`config.mk`:
```
export PLATFORM = sky130hd
export DESIGN_NAME = egbr_ctrl
export DESIGN_NICKNAME = d
export VERILOG_FILES = /design/src/rtl/core/assert_macros.svh /design/src/rtl/core/egbr_pkg.sv /design/src/rtl/core/egbr_ctrl.sv
export SDC_FILE = /design/constraint.sdc
export NUM_CORES = 1
export LEC_CHECK = 0
export BUFFER_PORTS_ARGS = -buffer_cell sky130_fd_sc_hd__clkbuf_2
export CELL_PAD_IN_SITES_DETAIL_PLACEMENT = 0
export CELL_PAD_IN_SITES_GLOBAL_PLACEMENT = 1
export CORE_UTILIZATION = 30
export DETAILED_ROUTE_END_ITERATION = 8
export PLACE_DENSITY = 0.79
export RECOVER_POWER = 50
export SETUP_SLACK_MARGIN = 0.3
export SLEW_MARGIN = 0
export SYNTH_ARGS = -nofsm -noshare
export SYNTH_HDL_FRONTEND = slang
export SYNTH_SLANG_ARGS = --single-unit
```
`constraint.sdc`:
```
create_clock -name clock -period 1.3 [get_ports clock]
set_input_delay 0.13 -clock clock [delete_from_list [all_inputs] [get_ports clock]]
set_output_delay 0.13 -clock clock [all_outputs]
set_load 0.01 [all_outputs]
```
`src/rtl/core/assert_macros.svh`:
```
// ----------------------------------------------------------------------------
// assert_macros.svh
// Shared concurrent assertion macros for the bit reader RTL.
// ----------------------------------------------------------------------------
`ifndef ASSERT_MACROS_SVH
`define ASSERT_MACROS_SVH

// Property that must hold at every clock edge outside reset.
`define EGBR_ASSERT(label, clk, rst, prop, msg) \
   label: assert property (@(posedge clk) disable iff (rst) (prop)) else $error(msg);

// Consequent must hold in the cycle after the antecedent.
`define EGBR_ASSERT_NEXT(label, clk, rst, ante, cons, msg) \
   label: assert property (@(posedge clk) disable iff (rst) (ante) |=> (cons)) else $error(msg);

`endif

```
`src/rtl/core/egbr_pkg.sv`:
```
// ----------------------------------------------------------------------------
// egbr_pkg
// Types and fixed constants shared by the Exp-Golomb bit reader modules.
// ----------------------------------------------------------------------------
`default_nettype none

package egbr_pkg;

   // command codes
   localparam logic [2:0] CMD_LOAD  = 3'd0;
   localparam logic [2:0] CMD_RAW   = 3'd1;
   localparam logic [2:0] CMD_UE    = 3'd2;
   localparam logic [2:0] CMD_SE    = 3'd3;
   localparam logic [2:0] CMD_START = 3'd4;

   // longest raw read and longest zero prefix
   localparam logic [5:0] MAX_CODE_BITS = 6'd32;

   // bytes fetched into the window per read kind
   localparam logic [3:0] RAW_FETCH_BYTES = 4'd5;
   localparam logic [3:0] UE_FETCH_BYTES  = 4'd9;

   localparam int unsigned WIN_W = 72;
   localparam int unsigned ALN_W = 64;

   typedef struct packed {
      logic [2:0] command;
      logic [7:0] data_byte;
      logic [5:0] bit_count;
   } req_type;

   typedef struct packed {
      logic [31:0]        value;
      logic signed [31:0] signed_value;
      logic               error;
      logic [15:0]        bit_position;
   } rsp_type;

   // controller -> datapath
   typedef struct packed {
      logic capture;
      logic exec;
      logic fetch;
      logic align;
      logic lz_step;
      logic extract;
      logic finish;
   } ctrl_cmd_type;

   // datapath -> controller
   typedef struct packed {
      logic read_go;
      logic fetch_done;
      logic lz_done;
      logic is_raw;
   } dp_status_type;

endpackage

`default_nettype wire

```
`src/rtl/core/egbr_ctrl.sv`:
```
// ----------------------------------------------------------------------------
// egbr_ctrl
// Sequencer for the bit reader: walks each read through exec, fetch, align,
// leading-zero count (ue/se only), extract and finish, then strobes the result; other beats go from exec to the strobe.
// ----------------------------------------------------------------------------
`default_nettype none

module egbr_ctrl
   import egbr_pkg::*;
(
   input  logic          clock,
   input  logic          reset,
   input  logic          start,
   input  dp_status_type status,
   output ctrl_cmd_type  cmd,
   output logic          busy,
   output logic          rsp_strobe
);

   typedef enum logic [7:0] {
      S_IDLE    = 8'b0000_0001,
      S_EXEC    = 8'b0000_0010,
      S_FETCH   = 8'b0000_0100,
      S_ALIGN   = 8'b0000_1000,
      S_LZC     = 8'b0001_0000,
      S_EXTRACT = 8'b0010_0000,
      S_FINISH  = 8'b0100_0000,
      S_RESP    = 8'b1000_0000
   } state_type;

   state_type state_ff;
   state_type state_in;

   always_comb begin
      state_in = state_ff;
      case (state_ff)
         S_IDLE: begin
            if (start) state_in = S_EXEC;
         end
         S_EXEC: begin
            state_in = status.read_go ? S_FETCH : S_RESP;
         end
         S_FETCH: begin
            if (status.fetch_done) state_in = S_ALIGN;
         end
         S_ALIGN: begin
            state_in = status.is_raw ? S_EXTRACT : S_LZC;
         end
         S_LZC: begin
            if (status.lz_done) state_in = S_EXTRACT;
         end
         S_EXTRACT: begin
            state_in = S_FINISH;
         end
         S_FINISH: begin
            state_in = S_RESP;
         end
         S_RESP: begin
            state_in = S_IDLE;
         end
         default: begin
            state_in = S_IDLE;
         end
      endcase
   end

   always_ff @(posedge clock) begin
      if (reset) begin
         state_ff <= S_IDLE;
      end else begin
         state_ff <= state_in;
      end
   end

   always_comb begin
      cmd         = '0;
      cmd.capture = (state_ff == S_IDLE) && start;
      cmd.exec    = (state_ff == S_EXEC);
      cmd.fetch   = (state_ff == S_FETCH);
      cmd.align   = (state_ff == S_ALIGN);
      cmd.lz_step = (state_ff == S_LZC);
      cmd.extract = (state_ff == S_EXTRACT);
      cmd.finish  = (state_ff == S_FINISH);
   end

   assign busy       = (state_ff != S_IDLE);
   assign rsp_strobe = (state_ff == S_RESP);

endmodule

`default_nettype wire

```
==> results of run 1 <==
==> per-layer routing <==
layer	part of all wire (%)	vias to the layer above
li1	-	298
met1	38	289
met2	56	20
met3	3.4	4
met4	2.4	0
met5	0	-
==> power by group <==
part	switching (mW)	internal (mW)	total (mW)
Clock	0.0974	0.107	0.204
Sequential	0.0324	0.273	0.305
Combinational	0.207	0.243	0.450
Total	0.337	0.622	0.959
==> metrics by stage <==
stage | setup WS [ns] | power, mW | hold WS, ns | utilization, %
after global placement | -0.1016 | 0.6121 | 0.3306 | 45.46
final | -0.3200 | 0.9592 | 0.07202 | 65.55
after CTS | -0.3119 | 0.9123 | 0.05974 | 58.40
after floorplan | 0.004638 | 0.4913 | 0.1950 | -
after detailed placement | -0.1351 | 0.6140 | 0.3292 | 45.46
after global routing | -0.3982 | 1.002 | 0.08536 | 65.55
==> layout make-up <==
| type | instances | area (sq um) | area share, % |
|---|---|---|---|
| clock buffer | 3 | 22.52 | 2.308 |
| inverter | 5 | 21.27 | 2.179 |
| multi-input combinational | 42 | 379.1 | 38.85 |
| sequential | 8 | 178.9 | 18.33 |
| tap | 16 | 20.02 | 2.051 |
| timing repair buffer | 43 | 354.1 | 36.28 |
==> what timing repair did <==
action                     4_1_cts  5_1_grt
setup endpoints to repair       17       17
hold buffers                     0        0
pin swaps                       12       11
buffers inserted                12        7
gates resized for setup         26       19
==> worst max path at each step <==
| stage | cells after the start | start | slack [ns] | end |
|---|---|---|---|---|
| after floorplan | 4 | state_ff[7] | 0.005 | state_ff[6] |
| after global placement | 4 | state_ff[7] | -0.10 | state_ff[2] |
| after detailed placement | 4 | state_ff[7] | -0.14 | state_ff[2] |
| after CTS | 5 | state_ff[6] | -0.31 | cmd[2] |
| after global routing | 7 | state_ff[7] | -0.40 | state_ff[0] |
| final | 7 | state_ff[7] | -0.32 | state_ff[0] |
==> synthesized netlist by cell type <==
cell / n / area [sq um]
sky130_fd_sc_hd__dfxtp_1: 8 / 160.2
sky130_fd_sc_hd__nor2_1: 7 / 26.28
sky130_fd_sc_hd__inv_1: 5 / 18.77
sky130_fd_sc_hd__nor2b_1: 5 / 31.28
sky130_fd_sc_hd__and3_1: 3 / 18.77
sky130_fd_sc_hd__and4b_1: 3 / 30.03
sky130_fd_sc_hd__nand3_1: 3 / 15.01
sky130_fd_sc_hd__a22oi_1: 2 / 15.01
sky130_fd_sc_hd__and4_1: 2 / 17.52
sky130_fd_sc_hd__nand4b_1: 2 / 17.52
sky130_fd_sc_hd__xor2_1: 2 / 17.52
sky130_fd_sc_hd__a21boi_0: 1 / 7.510
sky130_fd_sc_hd__a21oi_1: 1 / 5.000
sky130_fd_sc_hd__a2bb2oi_1: 1 / 8.760
sky130_fd_sc_hd__a41oi_1: 1 / 8.760
sky130_fd_sc_hd__and2b_1: 1 / 7.510
sky130_fd_sc_hd__nand2_1: 1 / 3.750
sky130_fd_sc_hd__nand3_2: 1 / 10.01
sky130_fd_sc_hd__nor4_1: 1 / 6.260
sky130_fd_sc_hd__nor4_4: 1 / 21.27
sky130_fd_sc_hd__o2111ai_1: 1 / 8.760
sky130_fd_sc_hd__o211ai_1: 1 / 7.510
sky130_fd_sc_hd__o21a_1: 1 / 7.510
sky130_fd_sc_hd__o21ai_0: 1 / 5.000
==> logic make-up (layout without fill, tap and decap cells) <==
kind of cell,Yosys count,after routing,synth area share (%)
xor gates and xnor gates,2,2,3.685
AOI/OAI and AO/OA,10,10,15.53
and+or+nand+nor,30,30,43.16
buffers and inverters,5,51,3.948
DFF,8,8,33.68
==> impl_metrics.csv, run 1 <==
group,metric,value,unit
clock_network,tritoncts_num_sinks,8,
worst_hold_path,min_path_type,"input port to flop",
yosys,syn-num-nets,62,
final_layout,flip_flop_count_of_the_largest_register_all_copies_and_words_added,8,
placed_design,portBuffers,15,
critical_path,worst_path_max_fanout,5,
grt,first_global_vias,594,
worst_hold_path,hold_path.startpoint,"reset",
grt,global_route.usage.total,20.80,%
clock_network,cts.clk_slew.worst_paths,0.06,ns
power_and_ir_drop,vdd.ir_drop.worst,0.0008145,V
critical_path,beginning_of_the_worst_register_to_register_path,"state_ff[7]",
sta,worstMarginPinSlew,0.3742,ns
detailed_routing,finalWirelength,1.953,mm
sta,final_total_negative_setup_slack,-3.961,ns
grt,grt.met3_usage,2.609,%
detailed_routing,drc_errors,0,
clock_network,tritoncts,"yes",
sta,hold_viol,0,
sta,rsz0062_at_grt,"yes",
critical_path,worst_setup_path_start_kind,"flop",
clock_network,max-clock-path-buffers,2,
critical_path,path_class,"flop to flop",
critical_path,worst_ep_required_time,1.45,ns
critical_path,worst_path_largest_cell_delay,0.41,ns
grt,gr-total-overflow,0,
placed_design,gp_congestion,0.8301,
final_layout,largestRegisters,"state_ff x8",
final_layout,nets,110,
die,coreArea,1489,sq um
grt,largest_net_degree_at_the_start_of_global_routing,7,
yosys,synth_cells,55,
die,std_cell_rows,14,
clock_network,cts_root_buffer,"sky130_fd_sc_hd__clkbuf_4",
die,die-area,1748,sq um
critical_path,crit_path_top_delay_cell,"sky130_fd_sc_hd__nor4_4",
final_layout,finalInstanceArea,975.9,sq um
final_layout,antenna_cells,0,
yosys,post_synth_num_cell_types,24,
clock_network,total_clock_buffers_created_by_cts,3,
grt,globalRouteMet1Util,22.64,%
detailed_routing,detail_route.vias_per_cell,5.222,
die,starting_density_of_the_core,31.93,%
sta,setup_ws,-0.3200,ns
grt,grtUsageMet2,38.13,%
placed_design,total_placed_instance_area,676.9,sq um
yosys,ys_seq_elements,8,
sta,post-route-min-period,1.620,ns
sta,timing.final.crit_share,124.6,%
critical_path,buffers_plus_inverters_on_the_worst_setup_path,3,
placed_design,place_inst,95,
sta,maxSlewHeadroom,74.86,%
placed_design,detailed_place_hpwl,1.013,mm
worst_hold_path,whs_endpoint,"state_ff[4]",
sta,timing_max_transition_violations_final,0,
detailed_routing,antenna_violating_nets_post_route,0,
worst_hold_path,worstHoldPathCells,2,
power_and_ir_drop,power-per-cell-area,982.8,nW/um^2
grt,first_pass_grt_wire_length,2.635,mm
detailed_routing,drt-wirelength-per-cell,16.69,microns
yosys,yosysSeqAreaShare,33.68,%
detailed_routing,via_count,611,
final_layout,mostFrequentLayoutCell,"sky130_fd_sc_hd__buf_4",
final_layout,most-common-layout-cells,"sky130_fd_sc_hd__buf_4 (18), sky130_fd_sc_hd__buf_6 (15), sky130_fd_sc_hd__clkbuf_2 (7)",
critical_path,series_of_cell_instances_along_the_critical_path,"nor4_4 -> nand3_2 -> buf_6 -> buf_6 -> buf_6 -> o21ai_2 -> a22oi_1",
die,die_width,41.81,microns
critical_path,critical_path.most_common_cell,"sky130_fd_sc_hd__buf_6",
die,floorplan.die.height,41.81,microns
clock_network,clock_latency,0.27,ns
sta,fmax,617.3,MHz
critical_path,reg2reg_slack,-0.32,ns
final_layout,top_register,"state_ff",
outcome,outcome,"finished, violations left",
detailed_routing,first_iter_violations,9,
critical_path,critical_path_arrival,1.77,ns
sta,skew,0.003821,ns
final_layout,num-fill-cells,120,
die,io-pin-count,16,
power_and_ir_drop,leakagePower,0.4855,nW
final_layout,drive_gt1_share,67.33,%
yosys,postSynthAreaPerCell,8.645,sq um
grt,grt_antenna_before_repair,0,
final_layout,final-instance-count-excl-fill,117,
detailed_routing,drtPass1Iterations,4,
outcome,violated_checks,"negative setup slack",
sta,final_setup_violating_endpoints,17,
critical_path,end_kind,"flop",
clock_network,htree_num_levels,1,
run,maxCapViolCount,0,
yosys,synth_area,475.5,sq um
critical_path,worst_r2r_path_depth,7,
critical_path,timing.critical_path.max_delay_family,"simple AND/OR/NAND/NOR gates",
grt,most_used_routing_layer,"met2",
yosys,synth.yosys.warnings,0,
final_layout,syn2layout_area_growth,105.3,%
critical_path,critical_register_to_register_path_endpoint,"state_ff[0]",
(Power assumes the default switching activity.)
==> inputs of run 2 (changes only) <==
--- a/config.mk
+++ b/config.mk
@@ -6,11 +6,10 @@
 export NUM_CORES = 1
 export LEC_CHECK = 0
 export BUFFER_PORTS_ARGS = -buffer_cell sky130_fd_sc_hd__clkbuf_2
-export CELL_PAD_IN_SITES_DETAIL_PLACEMENT = 0
-export CELL_PAD_IN_SITES_GLOBAL_PLACEMENT = 1
-export CORE_UTILIZATION = 30
+export CORE_AREA = 2 2 39 41
 export DETAILED_ROUTE_END_ITERATION = 8
-export PLACE_DENSITY = 0.79
+export DIE_AREA = 0 0 41 43
+export PLACE_DENSITY = 0.71
 export RECOVER_POWER = 50
 export SETUP_SLACK_MARGIN = 0.3
 export SLEW_MARGIN = 0
==> impl_metrics.csv, run 2 (same netlist as run 1, synthesis figures left out) <==
group,metric,value,unit
sta,worstMarginPinSlew,0.3164,ns
final_layout,final-instance-count-excl-fill,115,
worst_hold_path,worstHoldPathCells,2,
placed_design,total_placed_instance_area,691.9,sq um
worst_hold_path,min_path_type,"input port to flop",
critical_path,beginning_of_the_worst_register_to_register_path,"state_ff[7]",
sta,setup_ws,-0.3066,ns
critical_path,critical_register_to_register_path_endpoint,"state_ff[0]",
sta,timing_max_transition_violations_final,0,
critical_path,timing.critical_path.max_delay_family,"simple AND/OR/NAND/NOR gates",
clock_network,tritoncts,"yes",
final_layout,finalInstanceArea,973.4,sq um
power_and_ir_drop,power-per-cell-area,1060,nW/um^2
detailed_routing,antenna_violating_nets_post_route,0,
die,starting_density_of_the_core,34.36,%
placed_design,portBuffers,15,
detailed_routing,finalWirelength,1.867,mm
sta,holdWs,0.09936,ns
sta,fmax,622.4,MHz
critical_path,worst_r2r_path_depth,7,
grt,first_pass_grt_wire_length,2.525,mm
worst_hold_path,whs_endpoint,"state_ff[4]",
die,die_width,41,microns
grt,most_used_routing_layer,"met2",
final_layout,largestRegisters,"state_ff x8",
critical_path,worst_path_largest_cell_delay,0.36,ns
critical_path,path_class,"flop to output port",
grt,largest_net_degree_at_the_start_of_global_routing,7,
detailed_routing,drt-wirelength-per-cell,16.23,microns
critical_path,buffers_plus_inverters_on_the_worst_setup_path,2,
clock_network,cts.clk_slew.worst_paths,0.05,ns
final_layout,flip_flop_count_of_the_largest_register_all_copies_and_words_added,8,
placed_design,place_inst,97,
sta,timing.final.crit_share,123.6,%
final_layout,mostFrequentLayoutCell,"sky130_fd_sc_hd__buf_4",
grt,first_global_vias,596,
die,coreArea,1384,sq um
clock_network,total_clock_buffers_created_by_cts,3,
worst_hold_path,hold_path.startpoint,"reset",
critical_path,worst_setup_path_start_kind,"flop",
sta,post-route-min-period,1.607,ns
critical_path,series_of_cell_instances_along_the_critical_path,"nor4_4 -> buf_4 -> and4b_1 -> buf_2",
detailed_routing,via_count,624,
sta,skew,0.005415,ns
sta,final_total_negative_setup_slack,-3.124,ns
clock_network,htree_num_levels,1,
clock_network,cts_hold_buffers,0,
grt,globalRouteMet1Util,22.36,%
final_layout,top_register,"state_ff",
die,io-pin-count,16,
outcome,outcome,"finished, violations left",
detailed_routing,drtPass1Iterations,4,
grt,grt.met3_usage,9.424,%
sta,maxSlewHeadroom,78.75,%
die,std_cell_rows,14,
clock_network,tritoncts_num_sinks,8,
critical_path,reg2reg_slack,-0.22,ns
final_layout,drive_gt1_share,67.68,%
critical_path,worst_path_max_fanout,4,
die,die-area,1763,sq um
critical_path,worst_ep_required_time,1.17,ns
detailed_routing,drc_errors,0,
placed_design,gp_congestion,0.8423,
clock_network,clock_latency,0.27,ns
placed_design,detailed_place_hpwl,1.062,mm
detailed_routing,detail_route.vias_per_cell,5.426,
die,floorplan.die.height,43,microns
final_layout,nets,108,
power_and_ir_drop,vdd.ir_drop.worst,0.0008960,V
power_and_ir_drop,leakagePower,0.4801,nW
final_layout,antenna_cells,0,
critical_path,critical_path_arrival,1.48,ns
critical_path,end_kind,"output port",
final_layout,syn2layout_area_growth,104.7,%
clock_network,max-clock-path-buffers,2,
outcome,violated_checks,"negative setup slack",
grt,grtUsageMet2,35.63,%
final_layout,most-common-layout-cells,"sky130_fd_sc_hd__buf_4 (16), sky130_fd_sc_hd__buf_6 (15), sky130_fd_sc_hd__clkbuf_2 (6)",
detailed_routing,first_iter_violations,7,
sta,rsz0062_at_grt,"yes",
grt,grt_antenna_before_repair,0,
grt,gr-total-overflow,0,
sta,hold_viol,0,
sta,final_setup_violating_endpoints,17,
grt,global_route.usage.total,23.05,%
clock_network,cts_root_buffer,"sky130_fd_sc_hd__clkbuf_4",
critical_path,crit_path_top_delay_cell,"sky130_fd_sc_hd__nor4_4",
run,maxCapViolCount,0,
## run 2: worst register-to-register path, delay by kind of cell (launching register included)
family,cells,cell delay [ns]
AOI/OAI and AO/OA,2,0.18
buffers and inverters,3,0.36
DFF,1,0.33
and+or+nand+nor,2,0.53
## run 2: worst max path at each step
stage	end	slack, ns	startpoint	depth (start not counted)
after floorplan	state_ff[6]	0.005	state_ff[7]	4
after global placement	state_ff[2]	-0.006	state_ff[3]	4
after detailed placement	state_ff[3]	-0.05	state_ff[3]	4
after CTS	cmd[1]	-0.29	state_ff[7]	4
after global routing	cmd[1]	-0.38	state_ff[7]	4
final	cmd[1]	-0.31	state_ff[7]	4
## run 2: routing by layer
| metal | routed length, microns | vias to the layer above |
|---|---|---|
| met4 | 118 | 0 |
| met2 | 976 | 24 |
| met1 | 659 | 292 |
| met5 | 0 | - |
| met3 | 112 | 10 |
| li1 | - | 298 |
## run 2: timing repair
item	CTS	global route
setup buffers	11	4
gates resized for setup	28	19
gates cloned	0	0
pin swaps	14	8
endpoints found under the setup margin	17	17
## run 2: final cells by class
type                       count  area, sq um
sequential                     8        175.2
multi-input combinational     42        395.4
fill                         112        410.4
tap                           16        20.02
inverter                       5        21.27
timing repair buffer          41        339.1
clock buffer                   3        22.52
## run 2: metrics by stage
step	util (%)	worst slack (ns)	total power, mW
after global placement	50.00	-0.005902	0.6552
after CTS	64.10	-0.2856	0.9230
final	70.34	-0.3066	1.031
after floorplan	-	0.004638	0.4913
after detailed placement	50.00	-0.04648	0.6654
after global routing	70.34	-0.3835	1.083
## run 2: power breakdown
| group | total [mW] | switching [mW] | internal (mW) |
|---|---|---|---|
| Clock | 0.206 | 0.0990 | 0.107 |
| Sequential | 0.298 | 0.0333 | 0.264 |
| Combinational | 0.528 | 0.235 | 0.293 |
| Total | 1.03 | 0.368 | 0.664 |
